--- config.mk ---
export PLATFORM = sky130hd
export DESIGN_NAME = dark_line_extent_angle_core_flat
export DESIGN_NICKNAME = d
export VERILOG_FILES = /design/src/hw/rtl/dlea_pkg.sv /design/src/hw/rtl/dlea_if.sv /design/src/hw/rtl/dlea_angle.sv /design/src/hw/rtl/dlea_ctrl.sv /design/src/hw/rtl/dlea_dp.sv /design/src/hw/rtl/dark_line_extent_angle_core.sv /design/src/flat_wrapper.sv
export SDC_FILE = /design/constraint.sdc
export NUM_CORES = 2
export LEC_CHECK = 0
export ABC_AREA = 1
export BUFFER_PORTS_ARGS = -buffer_cell sky130_fd_sc_hd__buf_2
export CAP_MARGIN = 20
export CELL_PAD_IN_SITES_DETAIL_PLACEMENT = 1
export CELL_PAD_IN_SITES_GLOBAL_PLACEMENT = 2
export CORE_AREA = 2 2 417 378
export CTS_CLUSTER_SIZE = 20
export DETAILED_ROUTE_END_ITERATION = 7
export DIE_AREA = 0 0 419 380
export GPL_TIMING_DRIVEN = 0
export PLACE_DENSITY_LB_ADDON = 0.15
export SETUP_SLACK_MARGIN = 0.1
export SYNTH_ARGS = -nofsm -noshare
export SYNTH_HDL_FRONTEND = slang
export SYNTH_SLANG_ARGS = --single-unit
--- constraint.sdc ---
create_clock -name clk_i -period 10.55 [get_ports clk_i]
set_clock_uncertainty 0.05 [all_clocks]
set_input_delay 2.11 -clock clk_i [delete_from_list [all_inputs] [get_ports clk_i]]
set_output_delay 2.11 -clock clk_i [all_outputs]
set_load 0.005 [all_outputs]
--- src/hw/rtl/dlea_pkg.sv ---
package dlea_pkg;

  // Field widths.
  localparam int unsigned PixW     = 8;
  localparam int unsigned CoordW   = 12;
  localparam int unsigned DimW     = 13;
  localparam int unsigned AngW     = 8;
  localparam int unsigned DegW     = 7;
  localparam int unsigned SinW     = 31;
  localparam int unsigned ProdW    = CoordW + SinW;
  localparam int unsigned CfgIdxW  = 8;
  localparam int unsigned CfgDataW = 16;

  typedef logic [CoordW-1:0] coord_t;
  typedef logic [DimW-1:0]   dim_t;
  typedef logic [DegW-1:0]   deg_t;
  typedef logic [SinW-1:0]   sin_t;
  typedef logic [ProdW-1:0]  prod_t;

  // Largest frame size in pixels and rows.
  localparam dim_t MaxWidth  = 13'd4096;
  localparam dim_t MaxHeight = 13'd4096;

  // Configuration register indexes.
  localparam logic [CfgIdxW-1:0] CfgThreshold = 8'd0;
  localparam logic [CfgIdxW-1:0] CfgWidth     = 8'd1;
  localparam logic [CfgIdxW-1:0] CfgHeight    = 8'd2;
  localparam logic [CfgIdxW-1:0] CfgCenter    = 8'd3;

  // Configuration reset values.
  localparam logic [PixW-1:0] ThresholdRst = 8'd64;
  localparam dim_t            WidthRst     = 13'd640;
  localparam dim_t            HeightRst    = 13'd480;
  localparam coord_t          CenterRst    = 12'd320;

  // Angle search runs over whole degrees 1 to 89.
  localparam deg_t FirstDeg   = 7'd1;
  localparam deg_t LastDeg    = 7'd89;
  localparam deg_t QuarterDeg = 7'd90;

  localparam longint unsigned PiQ30       = 64'd3373259426;
  localparam int unsigned     SeriesTerms = 12;

  // Sine of whole degrees in unsigned Q1.30, Taylor series to the x^25 term.
  // Term n is divided by (2n)(2n+1).
  function automatic sin_t sin_deg_q30(input int unsigned k);
    longint unsigned x;
    longint unsigned x2;
    longint unsigned term;
    longint          sum;
    longint unsigned prod;
    int unsigned     n;
    x    = (longint'(k) * PiQ30 + 64'd90) / 64'd180;
    x2   = (x * x) >> 30;
    term = x;
    sum  = longint'(x);
    for (n = 1; n <= SeriesTerms; n++) begin
      prod = (term * x2) >> 30;
      case (n)
        1:       term = prod / 64'd6;
        2:       term = prod / 64'd20;
        3:       term = prod / 64'd42;
        4:       term = prod / 64'd72;
        5:       term = prod / 64'd110;
        6:       term = prod / 64'd156;
        7:       term = prod / 64'd210;
        8:       term = prod / 64'd272;
        9:       term = prod / 64'd342;
        10:      term = prod / 64'd420;
        11:      term = prod / 64'd506;
        12:      term = prod / 64'd600;
        default: term = '0;
      endcase
      if (n[0]) begin
        sum = sum - longint'(term);
      end else begin
        sum = sum + longint'(term);
      end
    end
    if (sum < 0) begin
      sum = 0;
    end
    return sin_t'(sum);
  endfunction

  typedef sin_t sin_tab_t [0:127];

  function automatic sin_tab_t build_sin_tab();
    sin_tab_t    tab;
    int unsigned i;
    for (i = 0; i < 128; i++) begin
      if (i <= 90) begin
        tab[i] = sin_deg_q30(i);
      end else begin
        tab[i] = '0;
      end
    end
    return tab;
  endfunction

  localparam sin_tab_t SinTab = build_sin_tab();

  // Commands from the controller to the datapath.
  typedef struct packed {
    logic pix_take;
    logic ang_start;
    logic ang_sel;
    logic cap_center;
    logic cap_relative;
    logic out_load;
  } ctrl_cmd_t;

  // Status from the datapath to the controller.
  typedef struct packed {
    logic frame_end;
    logic found;
    logic ang_busy;
    logic ang_done;
    logic out_free;
  } dp_sts_t;

endpackage

--- src/hw/rtl/dlea_if.sv ---
interface dlea_pix_if;
  logic       valid;
  logic       ready;
  logic [7:0] pixel;
  logic       start_of_frame;

  modport source (output valid, output pixel, output start_of_frame, input ready);
  modport sink (input valid, input pixel, input start_of_frame, output ready);
endinterface

interface dlea_res_if;
  logic              valid;
  logic              ready;
  logic              found;
  logic [11:0]       top_left_x;
  logic [11:0]       top_right_x;
  logic [11:0]       top_row;
  logic [11:0]       bottom_left_x;
  logic [11:0]       bottom_right_x;
  logic [11:0]       bottom_row;
  logic signed [7:0] center_deviation;
  logic signed [7:0] relative_deviation;

  modport source (
    output valid, output found, output top_left_x, output top_right_x, output top_row,
    output bottom_left_x, output bottom_right_x, output bottom_row,
    output center_deviation, output relative_deviation, input ready
  );
  modport sink (
    input valid, input found, input top_left_x, input top_right_x, input top_row,
    input bottom_left_x, input bottom_right_x, input bottom_row,
    input center_deviation, input relative_deviation, output ready
  );
endinterface

interface dlea_cfg_if;
  logic        valid;
  logic        ready;
  logic [7:0]  index;
  logic [15:0] data;

  modport source (output valid, output index, output data, input ready);
  modport sink (input valid, input index, input data, output ready);
endinterface

--- src/hw/rtl/dlea_angle.sv ---
module dlea_angle
  import dlea_pkg::*;
(
  input  logic                   clk_i,
  input  logic                   rst_ni,
  input  logic                   start_i,
  input  coord_t                 ua_i,
  input  coord_t                 ub_i,
  input  logic                   neg_i,
  output logic                   busy_o,
  output logic                   done_o,
  output logic signed [AngW-1:0] angle_o
);

  logic   issue_q, v1_q, last1_q, done_q;
  deg_t   k_q, cnt_q;
  coord_t ua_q, ub_q;
  logic   neg_q;
  prod_t  prod_a_q, prod_b_q;
  prod_t  prod_a_d, prod_b_d;

  // One degree per cycle: cos side times |a|, sin side times |b|.
  always_comb begin
    prod_a_d = prod_t'(ua_q) * prod_t'(SinTab[QuarterDeg - k_q]);
    prod_b_d = prod_t'(ub_q) * prod_t'(SinTab[k_q]);
  end

  always_ff @(posedge clk_i or negedge rst_ni) begin
    if (!rst_ni) begin
      issue_q <= 1'b0;
      v1_q    <= 1'b0;
      last1_q <= 1'b0;
      done_q  <= 1'b0;
      k_q     <= FirstDeg;
      cnt_q   <= '0;
    end else begin
      v1_q    <= issue_q;
      last1_q <= issue_q && (k_q == LastDeg);
      done_q  <= last1_q;
      if (start_i) begin
        issue_q <= 1'b1;
        k_q     <= FirstDeg;
      end else if (issue_q) begin
        k_q <= k_q + deg_t'(1);
        if (k_q == LastDeg) begin
          issue_q <= 1'b0;
        end
      end
      if (start_i) begin
        cnt_q <= '0;
      end else if (v1_q && (prod_a_q >= prod_b_q)) begin
        cnt_q <= cnt_q + deg_t'(1);
      end
    end
  end

  always_ff @(posedge clk_i) begin
    if (start_i) begin
      ua_q  <= ua_i;
      ub_q  <= ub_i;
      neg_q <= neg_i;
    end
    prod_a_q <= prod_a_d;
    prod_b_q <= prod_b_d;
  end

  assign busy_o  = issue_q | v1_q;
  assign done_o  = done_q;
  assign angle_o = neg_q ? AngW'(AngW'(0) - AngW'(cnt_q)) : AngW'(cnt_q);

endmodule

--- src/hw/rtl/dlea_ctrl.sv ---
module dlea_ctrl
  import dlea_pkg::*;
(
  input  logic      clk_i,
  input  logic      rst_ni,
  input  logic      pix_valid_i,
  output logic      pix_ready_o,
  input  dp_sts_t   sts_i,
  output ctrl_cmd_t cmd_o
);

  typedef enum logic [5:0] {
    ST_SCAN    = 6'b000001,
    ST_START_C = 6'b000010,
    ST_WAIT_C  = 6'b000100,
    ST_START_R = 6'b001000,
    ST_WAIT_R  = 6'b010000,
    ST_LOAD    = 6'b100000
  } ctrl_state_e;

  ctrl_state_e state_q, state_d;
  logic        take;

  assign pix_ready_o = (state_q == ST_SCAN);
  assign take        = pix_valid_i && pix_ready_o;

  always_comb begin
    cmd_o              = '0;
    cmd_o.pix_take     = take;
    cmd_o.ang_start    = (state_q == ST_START_C) || (state_q == ST_START_R);
    cmd_o.ang_sel      = (state_q == ST_START_R);
    cmd_o.cap_center   = (state_q == ST_WAIT_C) && sts_i.ang_done;
    cmd_o.cap_relative = (state_q == ST_WAIT_R) && sts_i.ang_done;
    cmd_o.out_load     = (state_q == ST_LOAD) && sts_i.out_free;
  end

  always_comb begin
    state_d = state_q;
    unique case (state_q)
      ST_SCAN: begin
        if (take && sts_i.frame_end) begin
          state_d = sts_i.found ? ST_START_C : ST_LOAD;
        end
      end
      ST_START_C: state_d = ST_WAIT_C;
      ST_WAIT_C: begin
        if (sts_i.ang_done) begin
          state_d = ST_START_R;
        end
      end
      ST_START_R: state_d = ST_WAIT_R;
      ST_WAIT_R: begin
        if (sts_i.ang_done) begin
          state_d = ST_LOAD;
        end
      end
      ST_LOAD: begin
        if (sts_i.out_free) begin
          state_d = ST_SCAN;
        end
      end
      default: state_d = ST_SCAN;
    endcase
  end

  always_ff @(posedge clk_i or negedge rst_ni) begin
    if (!rst_ni) begin
      state_q <= ST_SCAN;
    end else begin
      state_q <= state_d;
    end
  end

`ifndef SYNTHESIS
  a_load_free: assert property (@(posedge clk_i) disable iff (!rst_ni)
    cmd_o.out_load |-> sts_i.out_free)
    else $error("result loaded while output register still full");

  a_done_waiting: assert property (@(posedge clk_i) disable iff (!rst_ni)
    sts_i.ang_done |-> (state_q == ST_WAIT_C || state_q == ST_WAIT_R))
    else $error("angle unit finished outside a wait state");

  a_scan_idle_unit: assert property (@(posedge clk_i) disable iff (!rst_ni)
    pix_ready_o |-> !sts_i.ang_busy)
    else $error("pixels accepted while the angle unit is running");

  a_start_then_busy: assert property (@(posedge clk_i) disable iff (!rst_ni)
    cmd_o.ang_start |=> sts_i.ang_busy)
    else $error("angle unit did not start");
`endif

endmodule

--- src/hw/rtl/dlea_dp.sv ---
module dlea_dp
  import dlea_pkg::*;
(
  input  logic            clk_i,
  input  logic            rst_ni,
  input  logic [PixW-1:0] pixel_i,
  input  logic            sof_i,
  input  ctrl_cmd_t       cmd_i,
  output dp_sts_t         sts_o,
  dlea_cfg_if.sink        cfg_i,
  dlea_res_if.source      res_o
);

  // Configuration registers.
  logic [PixW-1:0] thr_q;
  dim_t            width_q, height_q;
  coord_t          center_q;

  // Scan state.
  coord_t col_q, row_q, rfd_q, rld_q;
  logic   rhd_q, any_q;
  coord_t tl_q, tr_q, trow_q, bl_q, br_q, brow_q;
  coord_t col_d, row_d, rfd_d, rld_d;
  logic   rhd_d, any_d;
  coord_t tl_d, tr_d, trow_d, bl_d, br_d, brow_d;

  // Frame snapshot, angles and output register.
  logic   snap_found_q;
  coord_t snap_tl_q, snap_tr_q, snap_trow_q, snap_bl_q, snap_br_q, snap_brow_q;
  logic signed [AngW-1:0] cdev_q, rdev_q;
  logic   out_valid_q;

  dim_t   w_eff, h_eff;
  coord_t eff_col, eff_row;
  logic   eff_rhd, eff_any;
  logic   dark, rhd1, row_end, row_last, frame_end;
  coord_t rfd1, rld1;
  logic   fin_any;
  coord_t fin_tl, fin_tr, fin_trow, fin_bl, fin_br, fin_brow;

  assign cfg_i.ready = 1'b1;

  always_ff @(posedge clk_i or negedge rst_ni) begin
    if (!rst_ni) begin
      thr_q    <= ThresholdRst;
      width_q  <= WidthRst;
      height_q <= HeightRst;
      center_q <= CenterRst;
    end else if (cfg_i.valid) begin
      unique case (cfg_i.index)
        CfgThreshold: thr_q    <= cfg_i.data[PixW-1:0];
        CfgWidth:     width_q  <= cfg_i.data[DimW-1:0];
        CfgHeight:    height_q <= cfg_i.data[DimW-1:0];
        CfgCenter:    center_q <= cfg_i.data[CoordW-1:0];
        default: ;
      endcase
    end
  end

  always_comb begin
    w_eff = (width_q == '0) ? dim_t'(1) : ((width_q > MaxWidth) ? MaxWidth : width_q);
    h_eff = (height_q == '0) ? dim_t'(1) : ((height_q > MaxHeight) ? MaxHeight : height_q);

    // A start mark drops the frame in progress.
    eff_col = sof_i ? '0 : col_q;
    eff_row = sof_i ? '0 : row_q;
    eff_rhd = sof_i ? 1'b0 : rhd_q;
    eff_any = sof_i ? 1'b0 : any_q;
    tl_d    = sof_i ? '0 : tl_q;
    tr_d    = sof_i ? '0 : tr_q;
    trow_d  = sof_i ? '0 : trow_q;
    bl_d    = sof_i ? '0 : bl_q;
    br_d    = sof_i ? '0 : br_q;
    brow_d  = sof_i ? '0 : brow_q;

    dark = (pixel_i <= thr_q);
    rhd1 = eff_rhd | dark;
    rfd1 = (dark && !eff_rhd) ? eff_col : rfd_q;
    rld1 = dark ? eff_col : rld_q;

    row_end   = (dim_t'(eff_col) + dim_t'(1)) >= w_eff;
    row_last  = (dim_t'(eff_row) + dim_t'(1)) >= h_eff;
    frame_end = row_end && row_last;

    col_d = eff_col + coord_t'(1);
    row_d = eff_row;
    rfd_d = rfd1;
    rld_d = rld1;
    rhd_d = rhd1;
    any_d = eff_any;

    if (row_end) begin
      col_d = '0;
      rhd_d = 1'b0;
      if (rhd1) begin
        if (!eff_any) begin
          tl_d   = rfd1;
          tr_d   = rld1;
          trow_d = eff_row;
        end
        bl_d   = rfd1;
        br_d   = rld1;
        brow_d = eff_row;
        any_d  = 1'b1;
      end
      if (!row_last) begin
        row_d = eff_row + coord_t'(1);
      end
    end

    fin_any  = any_d;
    fin_tl   = tl_d;
    fin_tr   = tr_d;
    fin_trow = trow_d;
    fin_bl   = bl_d;
    fin_br   = br_d;
    fin_brow = brow_d;

    if (frame_end) begin
      row_d  = '0;
      any_d  = 1'b0;
      tl_d   = '0;
      tr_d   = '0;
      trow_d = '0;
      bl_d   = '0;
      br_d   = '0;
      brow_d = '0;
    end
  end

  always_ff @(posedge clk_i or negedge rst_ni) begin
    if (!rst_ni) begin
      col_q  <= '0;
      row_q  <= '0;
      rfd_q  <= '0;
      rld_q  <= '0;
      rhd_q  <= 1'b0;
      any_q  <= 1'b0;
      tl_q   <= '0;
      tr_q   <= '0;
      trow_q <= '0;
      bl_q   <= '0;
      br_q   <= '0;
      brow_q <= '0;
    end else if (cmd_i.pix_take) begin
      col_q  <= col_d;
      row_q  <= row_d;
      rfd_q  <= rfd_d;
      rld_q  <= rld_d;
      rhd_q  <= rhd_d;
      any_q  <= any_d;
      tl_q   <= tl_d;
      tr_q   <= tr_d;
      trow_q <= trow_d;
      bl_q   <= bl_d;
      br_q   <= br_d;
      brow_q <= brow_d;
    end
  end

  // Angle operands from the snapshot.
  coord_t tmid, bmid;
  logic signed [DimW-1:0] a1, a2;
  coord_t ua1, ua2, ub1, ub2, ua_sel, ub_sel;
  logic   neg1, neg2, neg_sel;
  logic   ang_busy, ang_done;
  logic signed [AngW-1:0] angle;

  always_comb begin
    tmid = coord_t'((dim_t'(snap_tl_q) + dim_t'(snap_tr_q)) >> 1);
    bmid = coord_t'((dim_t'(snap_bl_q) + dim_t'(snap_br_q)) >> 1);
    a1   = $signed({1'b0, tmid}) - $signed({1'b0, center_q});
    a2   = $signed({1'b0, bmid}) - $signed({1'b0, tmid});
    ua1  = a1[DimW-1] ? coord_t'(-a1) : coord_t'(a1);
    ua2  = a2[DimW-1] ? coord_t'(-a2) : coord_t'(a2);
    ub1  = (snap_brow_q == '0) ? coord_t'(1) : snap_brow_q;
    // The top row never lies below the bottom row, so the row difference is positive or zero.
    ub2  = (snap_brow_q == snap_trow_q) ? coord_t'(1) : (snap_brow_q - snap_trow_q);
    neg1 = a1[DimW-1];
    neg2 = a2[DimW-1] != (snap_brow_q != snap_trow_q);
    ua_sel  = cmd_i.ang_sel ? ua2 : ua1;
    ub_sel  = cmd_i.ang_sel ? ub2 : ub1;
    neg_sel = cmd_i.ang_sel ? neg2 : neg1;
  end

  dlea_angle u_angle (
    .clk_i   (clk_i),
    .rst_ni  (rst_ni),
    .start_i (cmd_i.ang_start),
    .ua_i    (ua_sel),
    .ub_i    (ub_sel),
    .neg_i   (neg_sel),
    .busy_o  (ang_busy),
    .done_o  (ang_done),
    .angle_o (angle)
  );

  always_ff @(posedge clk_i) begin
    if (cmd_i.pix_take && frame_end) begin
      snap_found_q <= fin_any;
      snap_tl_q    <= fin_tl;
      snap_tr_q    <= fin_tr;
      snap_trow_q  <= fin_trow;
      snap_bl_q    <= fin_bl;
      snap_br_q    <= fin_br;
      snap_brow_q  <= fin_brow;
      cdev_q       <= '0;
      rdev_q       <= '0;
    end else begin
      if (cmd_i.cap_center) begin
        cdev_q <= angle;
      end
      if (cmd_i.cap_relative) begin
        rdev_q <= angle;
      end
    end
  end

  always_ff @(posedge clk_i or negedge rst_ni) begin
    if (!rst_ni) begin
      out_valid_q <= 1'b0;
    end else if (cmd_i.out_load) begin
      out_valid_q <= 1'b1;
    end else if (res_o.ready) begin
      out_valid_q <= 1'b0;
    end
  end

  always_ff @(posedge clk_i) begin
    if (cmd_i.out_load) begin
      res_o.found              <= snap_found_q;
      res_o.top_left_x         <= snap_tl_q;
      res_o.top_right_x        <= snap_tr_q;
      res_o.top_row            <= snap_trow_q;
      res_o.bottom_left_x      <= snap_bl_q;
      res_o.bottom_right_x     <= snap_br_q;
      res_o.bottom_row         <= snap_brow_q;
      res_o.center_deviation   <= cdev_q;
      res_o.relative_deviation <= rdev_q;
    end
  end

  assign res_o.valid = out_valid_q;

  always_comb begin
    sts_o           = '0;
    sts_o.frame_end = frame_end;
    sts_o.found     = fin_any;
    sts_o.ang_busy  = ang_busy;
    sts_o.ang_done  = ang_done;
    sts_o.out_free  = !out_valid_q || res_o.ready;
  end

endmodule

--- src/hw/rtl/dark_line_extent_angle_core.sv ---
// Dark line extent and angle finder.
//
// Gray pixels arrive in raster order on pix_i; start_of_frame marks the
// first pixel of a frame and restarts the row and column counters. Within
// a frame one pixel is taken every cycle. After the last pixel of a frame
// one result leaves on res_o: whether any pixel was dark, the leftmost and
// rightmost dark column of the first and last dark rows, and two angles in
// whole degrees.
// A frame without dark pixels goes straight to the result load. Otherwise
// the shared angle unit first searches degrees 1 to 89 once per angle, one
// degree per cycle on a pair of 12 x 31 bit multipliers; no pixel is taken
// during the searches. The result sits in an output register, so the next
// frame streams in while it waits; a stalled receiver holds pixel input
// only at the next frame end. Configuration writes on cfg_i complete every
// cycle; the user must make them only while the block is idle, which the
// block does not enforce. Reset restores the register defaults and clears
// the counters and any pending result.
module dark_line_extent_angle_core
  import dlea_pkg::*;
(
  input  logic        clk_i,
  input  logic        rst_ni,
  dlea_pix_if.sink    pix_i,
  dlea_res_if.source  res_o,
  dlea_cfg_if.sink    cfg_i
);

  ctrl_cmd_t cmd;
  dp_sts_t   sts;
  logic      pix_ready;

  // The controller sequences scan, the two angle searches and the result load.
  dlea_ctrl u_ctrl (
    .clk_i       (clk_i),
    .rst_ni      (rst_ni),
    .pix_valid_i (pix_i.valid),
    .pix_ready_o (pix_ready),
    .sts_i       (sts),
    .cmd_o       (cmd)
  );

  assign pix_i.ready = pix_ready;

  // The datapath holds counters, extents, the angle unit and the output register.
  dlea_dp u_dp (
    .clk_i   (clk_i),
    .rst_ni  (rst_ni),
    .pixel_i (pix_i.pixel),
    .sof_i   (pix_i.start_of_frame),
    .cmd_i   (cmd),
    .sts_o   (sts),
    .cfg_i   (cfg_i),
    .res_o   (res_o)
  );

endmodule
--- src/flat_wrapper.sv ---
// flat-port wrapper written by rule: the top's interface ports become plain ports
module dark_line_extent_angle_core_flat import dlea_pkg::*;
  (clk_i, rst_ni, pix_i_valid, pix_i_pixel, pix_i_start_of_frame, pix_i_ready, res_o_valid, res_o_found, res_o_top_left_x, res_o_top_right_x, res_o_top_row, res_o_bottom_left_x, res_o_bottom_right_x, res_o_bottom_row, res_o_center_deviation, res_o_relative_deviation, res_o_ready, cfg_i_valid, cfg_i_index, cfg_i_data, cfg_i_ready);
  dlea_pix_if pix_i_i ();
  dlea_res_if res_o_i ();
  dlea_cfg_if cfg_i_i ();
  input  logic clk_i;
  input  logic rst_ni;
  input wire logic [$bits(pix_i_i.valid)-1:0] pix_i_valid;
  input wire logic [$bits(pix_i_i.pixel)-1:0] pix_i_pixel;
  input wire logic [$bits(pix_i_i.start_of_frame)-1:0] pix_i_start_of_frame;
  output wire logic [$bits(pix_i_i.ready)-1:0] pix_i_ready;
  output wire logic [$bits(res_o_i.valid)-1:0] res_o_valid;
  output wire logic [$bits(res_o_i.found)-1:0] res_o_found;
  output wire logic [$bits(res_o_i.top_left_x)-1:0] res_o_top_left_x;
  output wire logic [$bits(res_o_i.top_right_x)-1:0] res_o_top_right_x;
  output wire logic [$bits(res_o_i.top_row)-1:0] res_o_top_row;
  output wire logic [$bits(res_o_i.bottom_left_x)-1:0] res_o_bottom_left_x;
  output wire logic [$bits(res_o_i.bottom_right_x)-1:0] res_o_bottom_right_x;
  output wire logic [$bits(res_o_i.bottom_row)-1:0] res_o_bottom_row;
  output wire logic [$bits(res_o_i.center_deviation)-1:0] res_o_center_deviation;
  output wire logic [$bits(res_o_i.relative_deviation)-1:0] res_o_relative_deviation;
  input wire logic [$bits(res_o_i.ready)-1:0] res_o_ready;
  input wire logic [$bits(cfg_i_i.valid)-1:0] cfg_i_valid;
  input wire logic [$bits(cfg_i_i.index)-1:0] cfg_i_index;
  input wire logic [$bits(cfg_i_i.data)-1:0] cfg_i_data;
  output wire logic [$bits(cfg_i_i.ready)-1:0] cfg_i_ready;
  assign pix_i_i.valid = pix_i_valid;
  assign pix_i_i.pixel = pix_i_pixel;
  assign pix_i_i.start_of_frame = pix_i_start_of_frame;
  assign pix_i_ready = pix_i_i.ready;
  assign res_o_valid = res_o_i.valid;
  assign res_o_found = res_o_i.found;
  assign res_o_top_left_x = res_o_i.top_left_x;
  assign res_o_top_right_x = res_o_i.top_right_x;
  assign res_o_top_row = res_o_i.top_row;
  assign res_o_bottom_left_x = res_o_i.bottom_left_x;
  assign res_o_bottom_right_x = res_o_i.bottom_right_x;
  assign res_o_bottom_row = res_o_i.bottom_row;
  assign res_o_center_deviation = res_o_i.center_deviation;
  assign res_o_relative_deviation = res_o_i.relative_deviation;
  assign res_o_i.ready = res_o_ready;
  assign cfg_i_i.valid = cfg_i_valid;
  assign cfg_i_i.index = cfg_i_index;
  assign cfg_i_i.data = cfg_i_data;
  assign cfg_i_ready = cfg_i_i.ready;
  dark_line_extent_angle_core u_core (.clk_i(clk_i), .rst_ni(rst_ni), .pix_i(pix_i_i), .res_o(res_o_i), .cfg_i(cfg_i_i));
endmodule
# --- Word-level counts from Yosys, hierarchy flattened ---
# Memories as Yosys holds them, arrays and structs flattened.
# Cells that the tools add are included.
totals:
  out_inout_bits: 92
  memories: 2
  in_bits: 38
  register_bits: 482
  rom_bits: 7936
memory_table:
  columns: ["memory", "words", "width", "read_ports", "rd_ports_with_merged_regs", "write_ports", "line", "source"]
  rows:
  - ["(name not given)", 128, 31, 1, 0, 0, "dlea_angle.sv:24", "prod_a_d = prod_t'(ua_q) * prod_t'(SinTab[QuarterDeg - k_q]);"]
  - ["(name not given)", 128, 31, 1, 0, 0, "dlea_angle.sv:25", "prod_b_d = prod_t'(ub_q) * prod_t'(SinTab[k_q]);"]
classes:
  reduce_logical: 25
  mul: 2
  magnitude_cmp: 8
  bitwise: 3
  muxes: 72
  add_sub_neg: 15
  n_eq_ne: 17
ops:
  columns: ["op", "n"]
  rows:
  - ["2-to-1 mux 12 bit", 41]
  - ["2-to-1 mux 31 bit", 4]
  - ["multiplier 12 x 31 -> 43 bit", 2]
  - ["2-to-1 mux 13 bit", 4]
  - ["greater-or-equal comparator 43 bit", 1]
  - ["case mux 6 bit (6 select lines)", 1]
  - ["2-to-1 mux 6 bit", 5]
  - ["2-to-1 mux 7 bit", 4]
  - ["adder 12 x 1 -> 13 bit, second input constant", 2]
  - ["adder 12 x 12 -> 13 bit", 2]
  - ["greater-or-equal comparator 13 bit", 2]
  - ["greater-than comparator 13 bit, second input constant", 2]
  - ["logical NOT 13 bit", 2]
  - ["subtractor 12 x 12 -> 13 bit", 2]
  - ["adder 12 x 1 -> 12 bit, second input constant", 2]
  - ["negator 12 bit", 2]
  - ["== test 8 x 2 -> 1 bit, second input constant", 2]
  - ["greater-or-equal comparator 8 bit, second input constant", 2]
  - ["inverter 7 -> 8 bit", 2]
  - ["adder 7 x 1 -> 7 bit, second input constant", 2]
  - ["== test 12 bit", 1]
  - ["logical NOT 12 bit", 1]
  - ["2-to-1 mux 1 bit", 12]
  - ["inequality test 12 bit", 1]
  - ["24 further kinds", 41]

# --- Logic depth before layout (Yosys ltp) ---
depth:
  depth_word: 8
  mapped_depth: 39
  ltp_nobuf: 37

# --- By module ---
# From an unflattened synthesis, not the netlist that was laid out.
hier_totals:
  hier_cells: 6996
  hier_area_um2: 53382.4
by_module_without_submodules:
  columns: ["mod", "cells_per_inst", "area_per_inst_um2", "n_inst", "seq_area_each_um2"]
  rows:
  - ["dlea_angle", 4900, 34677.0, 1, 2924.1]
  - ["dlea_dp", 2035, 18306.3, 1, 9425.3]
  - ["dlea_ctrl", 61, 399.1, 1, 151.4]

# --- Worst setup path after synthesis ---
# OpenSTA, ideal clock, no wires.
synth_path:
  kind: "reg-to-reg"
  startpoint: "register u_core.u_dp.u_angle.k_q[0]"
  endpoint: "register u_core.u_dp.u_angle.prod_a_q[36]"
  n_path_buf: 2
  stages_incl_launch_ff: 33
  t_arrival_ns: 6.634
  setup_ns: 0.127
  slack_ns: 3.739
  path_cell_list: "dfstp_2 > ha_1 > inv_2 > ha_1 > buf_2 > inv_1 > buf_2 > ha_1 > nor2_1 > inv_1 > nand2_1 > o21ai_1 > inv_1 > o21ai_0 > nand3_1 > inv_2 > nand2_1 > fa_1 > fa_1 > inv_1 > fa_1 > fa_1 > inv_1 > fa_1 > inv_1 > ha_1 > a21oi_1 > o21ai_0 > nand2_1 > o211ai_1 > a21boi_0 > o21ai_0 > xor2_1"
synth_via:
  elab_chain_cells: 6
synth_rtl:
  columns: ["item", "line", "source"]
  rows:
  - ["start: declaration", "dlea_angle.sv:16", "deg_t k_q, cnt_q;"]
  - ["start signal: assignment", "dlea_angle.sv:34", "k_q <= FirstDeg;"]
  - ["start signal: assignment", "dlea_angle.sv:42", "k_q <= FirstDeg;"]
  - ["start signal: assignment", "dlea_angle.sv:44", "k_q <= k_q + deg_t'(1);"]
  - ["subtractor 7 bit", "dlea_angle.sv:24", null]
  - ["inverter 7 -> 8 bit (implied by the code)", "dlea_angle.sv:24", null]
  - ["memory (128 x 31 bit)", null, null]
  - ["2-to-1 mux 31 bit (implied by the code) (2 in a row)", "dlea_angle.sv:24", null]
  - ["multiplier 12 x 31 -> 43 bit", "dlea_angle.sv:24", null]
  - ["named net u_core.u_dp.u_angle.prod_a_d[36]", "dlea_angle.sv:20", "prod_t prod_a_d, prod_b_d;"]
  - ["end signal: assignment", "dlea_angle.sv:63", "prod_a_q <= prod_a_d;"]
  - ["end: declaration", "dlea_angle.sv:19", "prod_t prod_a_q, prod_b_q;"]
# The timed path passes the listed nets, and every way through them passes these cells. The select of a mux whose other input is x is not followed.
# A chain may end at the register's enable or synchronous reset.

# --- Final worst setup path ---
# Ends and elaborated chain as after synthesis.

==> run summary <==
TritonCTS built the clock tree. The maximum fanout encountered on the critical timing path came out at 10. The maximum number of pins on one net before global-route repair came out at 100.

The largest stage delay on the critical path is 720 ps. The detailed-route via count came out at about 50k. The total congestion overflow is 0. The minimum clock period came out at a little over 10,000 ps.

By area, the combinational part of the netlist is dominated by adder cells. Setup violations remaining at the end of the flow were counted as 0. The site row count came out at around 140. Clock tree synthesis selected as its root buffer the cell clkbuf_16. The synthesized netlist devotes 23.1% of its cell area to simple gates.

The fraction of the mapped netlist area in adder cells is 29.4%. The number of buffers inserted for hold repair after clock tree synthesis is 0. The number of clock sinks seen by CTS is around 480.

STA classifies the critical path endpoint as a flip-flop. The total setup buffers inserted after CTS is 0. The core region is 154,000 sq um.

For the worst setup path, the data arrival time is 10,750 ps. The first global-routing pass estimated 365 mm of wire. The total global-route track usage came out at a little under a third. The post-synthesis share of cell area spent on xor and xnor gates came out at 2.09%. The count of pins over their slew limit was 0.

The top achievable clock speed came out at between 0.09 and 0.1 GHz. Clock latency on the worst-skew pair, taken at its later pin, is 700 ps. The type of the worst min-delay path is flip-flop to flip-flop. The count of input and output buffers came out at between 100 and 150.

The setup slack at placement came out at 611 ps. The count of distinct cell types in the synthesized netlist came out at 80. For this block, the initial DRC count from the detailed router was around 3.9k. The starting density of the core is 34.9%.

In this run, synthesis produced a sequential element count of 482. In the synthesized netlist, mux cells make up 0.0812% of the area. The share of the cycle needed by the critical path after routing came out at between 90% and 100%. No sink is reached through more buffers than the 3 on the longest clock path. The post-synthesis cell count is 7,112.

The TritonCTS buffer count came out at 55. The count of yosys warnings during synthesis is 0. The max-capacitance violation count is 0. The weighted congestion at the end of routability-driven global placement is 1.03. The clock-pin transition on the worst setup and hold timing paths is 60 ps. Setup repair after global routing left no endpoint under its margin.

The post-cts gate resize count came out at 0. The total detailed-routing wirelength is 250 mm. The width of the die is 419 um. The type of the setup path with the least slack is flip-flop to flip-flop. At the end of the flow, the number of nets in the layout was 8,261. In the routed layout, each cell is associated on average with a via count of approximately 5.3. The fill cell instance count of the final layout came out at 19.1k.

The post-synthesis cell area came out at between 50,000 and 60,000 sq um. In the routed design, unresolved DRC markers number 0. The pre-antenna-repair detailed-routing pass consisted of 6 iterations. The synthesized-area fraction occupied by ao, oa, aoi and oai cells came out at approximately 11%. Of all cell types, the one taking the most synthesized area is fa_1. The share of layout cells above drive strength 1 is about 6.6%. The total I/O pin count came out at 130. Ranked by total cell area, the synthesized netlist is headed by fa_1, nand2_1, edfxtp_1.

The fraction of synthesis flops using an asynchronous set or reset pin is between 40% and 50%. The wire length per cell came out at 26.5 um. Across the whole layout, storage elements account for 12,500 sq um. At the pin with the least slew margin, the transition time is approximately 1200 ps. STA classifies the critical path startpoint as a flip-flop. The die span in y came out at 380 um. Synthesis produced a netlist with a net count of just over 8k. In the synthesized netlist the dominant register cell turns out to be edfxtp_1. The share of the yosys chip area belonging to registers is 23.2%.

The multi-input logic area is 35,300 sq um. Including well taps, the total number of placed cells is approximately 9.3k. The worst path setup slack after routing came out at 299 ps. The mean instance size in the synthesized netlist is 7.58 sq um. The max-slew headroom at the worst pin came out at around a fifth. The slowest cell on the critical path is clkbuf_1. The die area is 159,000 sq um. The via count of the first global-routing pass came out at approximately 53k. The initial antenna violation count was 8. The most frequent standard cell in the layout excluding fill and tap cells is nand2_1. In this design, the critical path's most frequently occurring cell is fa_1.

The area growth from synthesis to layout came out at 10.1%. The post-detailed-placement half-perimeter wirelength came out at 203 mm. The final hold violation count came out at 0. The level count of the clock H-tree is 2. The post-layout instance count excluding filler cells is ~9.4k. The share of Yosys cell area claimed by the top area cell type came out at 21.7%. Counting flops with a built-in enable in the synthesized netlist gives 187. The top cell types in the final layout, fill and taps aside, are nand2_1, inv_1, fa_1. The count of antenna-violating nets left after detailed routing came out at 0. The flow ran to the end, and the final reports show no timing, DRC or antenna violations. The critical path data required time is 11,050 ps.
## through the flow
stage / hold WS [ps] / instance area (sq um) / utilization (%) / TNS, ps
global route: 307 / 59400 / 38.4 / 0
finish: 304 / 59400 / 38.4 / 0
floorplan: 281 / 53900 / - / 0
CTS: 307 / 59400 / 38.4 / 0
global placement: 289 / 57200 / 37.0 / -100
detailed placement: 290 / 57400 / 37.2 / 0
## worst max-delay path, delay by kind of cell, from the launching register on
kind            cells  cell delay (ps)
simple gates        5             1330
flops               1              650
fa+ha+maj           8             3970
xor+xnor            1              220
compound gates      7             1840
buf+inv             8             2020
## per-layer routing
layer | track usage, % | up-vias | wire (um)
li1 | - | 22795 | -
met1 | 43.1 | 25603 | 113000
met2 | 50.2 | 1540 | 114000
met3 | 3.93 | 372 | 13400
met4 | 10.1 | 2 | 9370
met5 | 0 | - | 9
## sequential cells by signal, indices dropped and copies added (netlist names), 13 cells and up
register                      cells
u_core.u_dp.u_angle.prod_b_q     43
u_core.u_dp.u_angle.prod_a_q     43
u_core.u_dp.width_q              13
u_core.u_dp.height_q             13
## Yosys cell counts, types with 33 or more instances
cell type	number
a21oi_1	272
nand2_1	1783
inv_1	1276
dfxtp_1	102
o22ai_1	33
o211ai_1	40
buf_2	67
a31oi_1	40
nand3_1	397
edfxtp_1	187
nor3_1	64
xor2_1	97
clkbuf_1	134
nor2_1	533
inv_2	39
dfrtp_1	182
nand4_1	73
ha_1	330
o21ai_0	469
fa_1	585
## final cells by class
| cell class | instances | share of cell area [%] |
|---|---|---|
| antenna | 3 | 0.0126 |
| buffer | 250 | 2.02 |
| inverter | 1328 | 8.41 |
| tap | 2085 | 4.39 |
| multi-input combinational | 5052 | 59.4 |
| clock inverter | 31 | 0.578 |
| clock buffer | 71 | 2.65 |
| timing repair buffer | 139 | 1.46 |
| sequential | 482 | 21.1 |
## path summary, 6_finish.rpt
check / from / slack [ps] / cells past startpoint / end
min in group asynchronous: rst_ni / 1350 / 1 / u_core.u_dp.bl_q[3]$_DFFE_PN0P_
worst min register to register: u_core.u_dp.u_angle.last1_q$_DFF_PN0_ / 300 / 0 / u_core.u_dp.u_angle.done_o$_DFF_PN0_
worst min-delay path: u_core.u_dp.u_angle.last1_q$_DFF_PN0_ / 300 / 0 / u_core.u_dp.u_angle.done_o$_DFF_PN0_
worst max register to register: u_core.u_dp.u_angle.k_q[0]$_DFFE_PN1P_ / 300 / 29 / u_core.u_dp.u_angle.prod_a_q[36]$_DFF_P_
worst max-delay path: u_core.u_dp.u_angle.k_q[0]$_DFFE_PN1P_ / 300 / 29 / u_core.u_dp.u_angle.prod_a_q[36]$_DFF_P_
max in group asynchronous: rst_ni / 7920 / 2 / u_core.u_dp.u_angle.cnt_q[2]$_DFFE_PN0P_
## cells by family (layout without fill, tap and decap cells)
kind of cell               count (synthesis)  count (layout)
AOI/OAI and AO/OA                       1018            1018
xor gates and xnor gates                 128             128
adders and majority gates                915             915
buffers and inverters                   1578            1819
DFF                                      482             482
muxes                                      4               4
other                                      1               4
and+or+nand+nor                         2986            2986
Power is not shown: default switching activity piles up to over one toggle a cycle in this logic, so the estimate is an artifact.
